### src/sv/cgg_pkg.sv
// shared types, constants and helpers for the curvilinear grid gradient block
package cgg_pkg;

  localparam int MAX_ROWS = 64;
  localparam int MAX_COLS = 64;
  localparam int IDX_W    = 6;
  localparam int CFG_W    = 6;
  localparam int ADDR_W   = $clog2(MAX_ROWS * MAX_COLS);
  localparam int DEPTH    = MAX_ROWS * MAX_COLS;
  localparam int DATA_W   = 32;
  localparam int STEN_W   = 35;
  localparam int HALF_W   = 18;
  localparam int PP_W     = STEN_W + HALF_W;
  localparam int ACC_W    = 72;
  localparam int FRAC_W   = 16;
  localparam int DIV_W    = ACC_W + FRAC_W;

  localparam logic REG_COL_INTERVALS = 1'b0;
  localparam logic REG_ROW_INTERVALS = 1'b1;

  localparam logic OP_WRITE = 1'b0;
  localparam logic OP_QUERY = 1'b1;

  localparam logic ST_OK       = 1'b0;
  localparam logic ST_SINGULAR = 1'b1;

  // stencil tap weights
  typedef enum logic [2:0] {
    CF_ZERO, CF_POS1, CF_NEG1, CF_POS3, CF_NEG3, CF_POS4, CF_NEG4
  } coef_t;

  // accumulation targets of the shared multiplier
  typedef enum logic [1:0] {
    ACC_DET, ACC_NUMX, ACC_NUMY
  } acc_sel_t;

  // control between sequencer and divider
  typedef struct packed {
    logic start;
    logic done;
  } div_ctl_t;

  // interval count held to the legal range
  function automatic logic [IDX_W-1:0] clamp_n(input logic [CFG_W-1:0] v, input int maxn);
    logic [IDX_W-1:0] r;
    if (v < CFG_W'(2)) r = IDX_W'(2);
    else if (int'(v) > maxn) r = IDX_W'(maxn);
    else r = IDX_W'(v);
    return r;
  endfunction

  // small constant weight times a sample
  function automatic logic signed [STEN_W-1:0] scale(input logic signed [DATA_W-1:0] v,
                                                     input coef_t k);
    logic signed [STEN_W-1:0] e;
    logic signed [STEN_W-1:0] r;
    e = STEN_W'(v);
    case (k)
      CF_POS1: r = e;
      CF_NEG1: r = -e;
      CF_POS3: r = e + (e <<< 1);
      CF_NEG3: r = -(e + (e <<< 1));
      CF_POS4: r = e <<< 2;
      CF_NEG4: r = -(e <<< 2);
      default: r = '0;
    endcase
    return r;
  endfunction

endpackage

### src/sv/cgg_div.sv
// restoring divider, one quotient bit per cycle, rounded and saturated to q16.16
module cgg_div (
  input  logic                     clk,
  input  logic                     rst,
  input  logic                     start,
  input  logic signed [cgg_pkg::ACC_W-1:0] num,
  input  logic signed [cgg_pkg::ACC_W-1:0] den,
  output logic                     done,
  output logic signed [cgg_pkg::DATA_W-1:0] quot
);
  import cgg_pkg::*;

  typedef enum logic [2:0] {
    DV_IDLE = 3'b001,
    DV_RUN  = 3'b010,
    DV_FIN  = 3'b100
  } dv_state_t;

  localparam int CNT_W = $clog2(DIV_W + 1);

  dv_state_t        state;
  logic [CNT_W-1:0] cnt;
  logic [DIV_W-1:0] n;
  logic [DIV_W-1:0] q;
  logic [ACC_W-1:0] r;
  logic [ACC_W-1:0] d;
  logic             neg;
  logic [ACC_W:0]   r_sh;
  logic [ACC_W:0]   r_dif;
  logic [ACC_W:0]   r_dbl;
  logic [DIV_W-1:0] q_rnd;
  logic [DIV_W-1:0] limit;
  logic [DATA_W-1:0] mag;

  // shift in one numerator bit and try the subtract
  assign r_sh  = {r, n[DIV_W-1]};
  assign r_dif = r_sh - {1'b0, d};
  assign r_dbl = {r, 1'b0};
  assign q_rnd = q + DIV_W'(r_dbl >= {1'b0, d});
  assign limit = neg ? DIV_W'(33'h080000000) : DIV_W'(33'h07fffffff);
  assign mag   = (q_rnd > limit) ? limit[DATA_W-1:0] : q_rnd[DATA_W-1:0];

  always_ff @(posedge clk) begin
    if (rst) begin
      state <= DV_IDLE;
      done  <= 1'b0;
    end else begin
      done <= 1'b0;
      unique case (state)
        DV_IDLE: begin
          if (start) begin
            state <= DV_RUN;
          end
        end
        DV_RUN: begin
          if (cnt == CNT_W'(DIV_W - 1)) begin
            state <= DV_FIN;
          end
        end
        DV_FIN: begin
          state <= DV_IDLE;
          done  <= 1'b1;
        end
        default: state <= DV_IDLE;
      endcase
    end
  end

  // datapath
  always_ff @(posedge clk) begin
    unique case (state)
      DV_IDLE: begin
        if (start) begin
          neg <= num[ACC_W-1] ^ den[ACC_W-1];
          n   <= {(num[ACC_W-1] ? ACC_W'(-num) : ACC_W'(num)), FRAC_W'(0)};
          d   <= den[ACC_W-1] ? ACC_W'(-den) : ACC_W'(den);
          r   <= '0;
          q   <= '0;
          cnt <= '0;
        end
      end
      DV_RUN: begin
        n   <= n << 1;
        cnt <= cnt + CNT_W'(1);
        if (!r_dif[ACC_W]) begin
          r <= r_dif[ACC_W-1:0];
          q <= {q[DIV_W-2:0], 1'b1};
        end else begin
          r <= r_sh[ACC_W-1:0];
          q <= {q[DIV_W-2:0], 1'b0};
        end
      end
      DV_FIN: begin
        quot <= neg ? DATA_W'(-mag) : DATA_W'(mag);
      end
      default: ;
    endcase
  end
endmodule

### config.mk
export PLATFORM = sky130hd
export DESIGN_NAME = cgg_div
export DESIGN_NICKNAME = d
export VERILOG_FILES = /design/src/sv/cgg_pkg.sv /design/src/sv/cgg_div.sv
export SDC_FILE = /design/constraint.sdc
export NUM_CORES = 1
export LEC_CHECK = 0
export BUFFER_PORTS_ARGS = -buffer_cell sky130_fd_sc_hd__buf_2
export CAP_MARGIN = 10
export CELL_PAD_IN_SITES_DETAIL_PLACEMENT = 1
export CELL_PAD_IN_SITES_GLOBAL_PLACEMENT = 1
export CORE_MARGIN = 2
export CORE_UTILIZATION = 48
export DETAILED_ROUTE_END_ITERATION = 10
export HOLD_SLACK_MARGIN = 0.08
export PLACE_DENSITY = 0.83
export SLEW_MARGIN = 20
export SYNTH_ARGS = -nofsm -noshare
export SYNTH_HDL_FRONTEND = slang
export SYNTH_SLANG_ARGS = --single-unit
export TNS_END_PERCENT = 1
### constraint.sdc
create_clock -name clk -period 22.6 [get_ports clk]
set_input_delay 4.52 -clock clk [delete_from_list [all_inputs] [get_ports clk]]
set_output_delay 4.52 -clock clk [all_outputs]
set_load 0.005 [all_outputs]
* Word level (Yosys, flattened, before mapping) *
Index checks and enable logic that the tools add are counted.
Widths: inputs -> output; s select.

operators by class
  equal/unequal tests = 6
  bitwise logic cells = 1
  reduce and logical (&&, ||, !) cells = 4
  magnitude comparators = 2
  add/sub/neg operators = 6
  muxes and demuxes = 19

operators by type and width
  cell                 count
  $pmux 88 s2          2
  $mux 72              3
  $mux 88              2
  $neg 72->72          2
  $pmux 72 s2          1
  $mux 32              3
  $add 88x1->88        1
  $gt 88x32->1         1
  $ge 73x72->1         1
  $sub 73x72->73       1
  $mux 71              1
  $neg 32->32          1
  $pmux 7 s2           1
  $add 7x1->7 const B  1
  $eq 7x7->1 const B   1
  $mux 7               1
  $mux 3               2
  $pmux 3 s2           1
  $reduce_and 2->1     3
  $ne 2x2->1 const B   2
  $eq 3x1->1 const B   1
  $eq 3x2->1 const B   1
  $eq 3x3->1 const B   1
  $mux 1               2
  2 further kinds      2

storage, ports and cells
  input bits = 147
  register bits = 364
  logic and storage cells = 48
  output and inout bits = 33

* Logic depth before layout (Yosys ltp) *
  depth in word-level cells = 6
  depth in mapped cells = 43
  mapped depth without buffers = 38

* Worst setup path before layout *
OpenSTA, ideal clock, no wires.

  kind = in2reg
  from = in start
  to = reg cnt[0], enable pin
  setup slack = 5.549 ns
  path buffers = 0
  library setup time = 0.919 ns
  stages on the path = 2
  required time = 21.681 ns
  data arrival time = 16.132 ns
  path through = nand3b_1 -> a21oi_1

on the way
  cells in the longest elaborated chain, start to end = 2

ends and longest elaborated chain
  element                     line           source
  from (decl)                 cgg_div.sv:5   input logic start,
  $ne 2x2->1 (no line)        --
  $reduce_and 2->1 (no line)  --
  to (signal assigned)        cgg_div.sv:84  cnt <= cnt + CNT_W'(1);
  to (decl)                   cgg_div.sv:22  logic [CNT_W-1:0] cnt;

Every way passes these cells.
A chain may end at the register's enable or synchronous reset.

* Worst setup path in the final report *
  from = reg r[34]
  to = reg quot[30] in the netlist's numbering (data pin)

on the way
  cells in the longest elaborated chain, start to end = 6

ends and longest elaborated chain
  element                 line           source
  from (decl)             cgg_div.sv:25  logic [ACC_W-1:0] r;
  from (signal assigned)  cgg_div.sv:86  r <= r_dif[ACC_W-1:0];
  from (signal assigned)  cgg_div.sv:89  r <= r_sh[ACC_W-1:0];
  $ge 73x72->1 (*)        cgg_div.sv:39  assign q_rnd = q + DIV_W'(r_dbl >= {1'b0, d});
  $add 88x1->88 (*)       cgg_div.sv:39
  $gt 88x32->1            cgg_div.sv:41  assign mag = (q_rnd > limit) ? limit[DATA_W-1:0] : q_rnd[DATA_W-1:0];
  $mux 32 (*)             cgg_div.sv:41
  $neg 32->32             cgg_div.sv:94  quot <= neg ? DATA_W'(-mag) : DATA_W'(mag);
  $mux 32 (*)             cgg_div.sv:94
  to (signal assigned)    cgg_div.sv:94
  to (decl)               cgg_div.sv:9   output logic signed [cgg_pkg::DATA_W-1:0] quot

Every way passes the cells marked *; elsewhere a longest branch is shown, timed or not.

==> out/qor.json <==
{
  "cts-htree-levels": {"value": 2},
  "timing.critical_path.fanout_max": {"value": 11},
  "wire_per_inst": {"value": 20.6, "unit": "um"},
  "chipWidth": {"value": 233, "unit": "um"},
  "final_area": {"value": 0.0279, "unit": "sq mm"},
  "criticalPathCategory": {"value": "register to register"},
  "globalplace.congestion": {"value": 0.928},
  "critPathTopFamily": {"value": "simple AND/OR/NAND/NOR gates"},
  "io_buffer_count": {"value": 179},
  "period_minus_slack": {"value": 9.56, "unit": "ns"},
  "report.final.hold_viol_count": {"value": 0},
  "placement.cell_area": {"value": 0.0265, "unit": "sq mm"},
  "dp_hpwl": {"value": 54500, "unit": "um"},
  "rows": {"value": 83},
  "cts-resized-gates": {"value": 0},
  "detail_route.iter0.violations": {"value": 1363},
  "max_clock_buf_depth": {"value": 3},
  "critical_path_buf_inv_count": {"value": 3},
  "floorplan.core_area": {"value": 0.0515, "unit": "sq mm"},
  "outcome": {"value": "complete, no violations"},
  "io_pins": {"value": 180},
  "synth.avg_cell_area": {"value": 9.04, "unit": "sq um"},
  "slowest_stage": {"value": "nor4_1"},
  "vdd.ir_drop.worst": {"value": 0.0564, "unit": "mV"},
  "static_leakage_power": {"value": 10.4, "unit": "nW"},
  "ys_async_sr_fraction": {"value": 0},
  "mostFrequentLayoutCell": {"value": "nand2_1"},
  "postRouteAntennaNets": {"value": 0},
  "post-cts-setup-buffer-count": {"value": 0},
  "post_synthesis_sequential_area_ratio": {"value": 0.415},
  "grt_pass1_vias": {"value": 22700},
  "grt_antenna_before_repair": {"value": 3},
  "syn_inst": {"value": 2775},
  "period_utilization_post_route": {"value": 0.423},
  "initial_util": {"value": 0.487},
  "fin_total_pwr": {"value": 1.92, "unit": "mW"},
  "clock_tree_from_tritoncts": {"value": "yes"},
  "grt_setup_unrepaired": {"value": "no"},
  "ys.flop_type": {"value": "edfxtp_1"},
  "postRouteWirelength": {"value": 74100, "unit": "um"},
  "die_height": {"value": 233, "unit": "um"},
  "clock_tree.root_cell": {"value": "clkbuf_16"},
  "vias_per_cell": {"value": 6.09},
  "required": {"value": 22.88, "unit": "ns"},
  "worst_slack": {"value": 13.04, "unit": "ns"},
  "hold_buffers": {"value": 0},
  "timing.critical_path.from_type": {"value": "register"},
  "grt_max_degree": {"value": 116},
  "mostFrequentLayoutCells": {"value": "363 x nand2_1, 344 x edfxtp_1, 196 x a21oi_1"},
  "setup-tns-final": {"value": 0, "unit": "ns"},
  "grt_util_all_layers": {"value": 0.272},
  "cap_viol_max_count": {"value": 0},
  "number_of_synthesized_flops_with_an_enable_pin": {"value": 344},
  "fmaxAchievable": {"value": 105, "unit": "MHz"},
  "wire_length_of_the_first_global_routing_pass": {"value": 119000, "unit": "um"},
  "net_count_synth": {"value": 3033},
  "clock-skew-final": {"value": 0.0200, "unit": "ns"},
  "clk_pin_slew_worst_paths": {"value": 0.06, "unit": "ns"},
  "timing_worst_slew_pin_value": {"value": 1.07, "unit": "ns"},
  "nets": {"value": 3148},
  "whs_path_depth": {"value": 2},
  "setup.worst_path.end_class": {"value": "register"},
  "synth-seq-cells": {"value": 348},
  "clock_network_latency_to_the_later_pin_of_the_worst_skew_pair": {"value": 0.59, "unit": "ns"},
  "cp.arrival": {"value": 9.85, "unit": "ns"},
  "worst_hold_path_type": {"value": "register to register"},
  "drive_above_1_share": {"value": 0.106},
  "setup_violation_total_in_the_final_timing_report": {"value": 0},
  "detail_route.first_pass.iterations": {"value": 6},
  "netlist-cell-type-count": {"value": 82},
  "wp_depth": {"value": 32},
  "post-route-drc-count": {"value": 0},
  "worstRegToRegCells": {"value": 32},
  "die_area": {"value": 0.0541, "unit": "sq mm"},
  "power_per_cell_area": {"value": 69.0, "unit": "mW/mm^2"},
  "syn-cell-area": {"value": 0.0251, "unit": "sq mm"},
  "yosysWarnings": {"value": 0},
  "timing.critical_path.slowest_cell_delay": {"value": 0.69, "unit": "ns"},
  "preCtsSetupSlack": {"value": 13.01, "unit": "ns"},
  "cts_inserted_buffers": {"value": 42},
  "finalHoldWorstSlack": {"value": 0.526, "unit": "ns"},
  "worst_relative_slew_slack": {"value": 0.285},
  "synthToLayoutAreaGrowth": {"value": 11.3, "unit": "%"},
  "numClockSinks": {"value": 348},
  "vias": {"value": 22000},
  "slew_viol_final": {"value": 0},
  "congestion_overflow_gr": {"value": 0}
}
-- layout make-up --
class	instances	area, sq um
Antenna cell	3	7.51
Clock buffer	45	1060
Clock inverter	33	307
Fill cell	6087	23600
Inverter	125	470
Multi-Input combinational cell	2176	13800
Sequential cell	348	10400
Tap cell	680	851
Timing Repair Buffer	197	1030
-- kinds of logic (layout without fill, tap and decap cells) --
logic type	after synthesis	count (layout)	synth area share
AND/OR/NAND/NOR	1090	1090	0.219
AO/OA/AOI/OAI	699	699	0.175
flip-flops	348	348	0.415
XOR/XNOR	254	254	0.0887
buffers and inverters	251	400	0.0380
adder cells (fa/ha/maj)	111	111	0.0557
multiplexers	22	22	0.00928
other	0	3	0
-- flip-flops by register name, summed over array words and instances, names as in the netlist --
| name | count |
|---|---|
| cnt | 7 |
| d | 72 |
| done | 1 |
| n | 72 |
| neg | 1 |
| q | 88 |
| quot | 32 |
| r | 72 |
| state | 3 |
-- path summary, 6_finish.rpt --
check / start / slack (ns) / endpoint
setup / recovery: r[34] / 13.04 / quot[30]
hold / removal: n[59] / 0.53 / n[60]
setup reg to reg: r[34] / 13.04 / quot[30]
hold reg to reg: n[59] / 0.53 / n[60]
-- power breakdown --
group / leakage [nW] / internal, mW / switching, mW / total [mW]
Combinational: 6.37 / 0.156 / 0.278 / 0.434
Clock: 0.652 / 0.398 / 0.285 / 0.683
Sequential: 3.37 / 0.773 / 0.0342 / 0.808
-- metrics by stage --
stage	instances	util
floorplan	2775	-
global placement	3526	0.515
detailed placement	3526	0.515
CTS	3604	0.542
global route	3607	0.542
finish	3607	0.542
-- worst min-delay path, delay by kind of cell (launching register included) --
family          cells  cell delay (ns)
compound gates      1             0.06
simple gates        1             0.04
flops               1             0.32
-- cell usage after synthesis, drive strengths merged, types with 44 or more instances --
cell type / n / share of area
o31ai: 44 / 0.013
inv: 124 / 0.019
o21ai: 198 / 0.040
nand3: 91 / 0.019
nor3: 69 / 0.014
clkbuf: 114 / 0.017
nand4: 72 / 0.018
and2: 97 / 0.024
nand2: 363 / 0.054
a21oi: 197 / 0.039
xor2: 115 / 0.040
xnor2: 139 / 0.049
nor2: 169 / 0.025
ha: 110 / 0.055
a21o: 58 / 0.017
edfxtp: 344 / 0.41
-- metal layers --
layer	vias up	GRT usage	part of all wire
li1	10500	-	-
met1	10800	0.346	0.43
met2	545	0.468	0.49
met3	170	0.0326	0.041
met4	0	0.112	0.039
met5	-	0	0
Power figures use the tool's default switching activity.
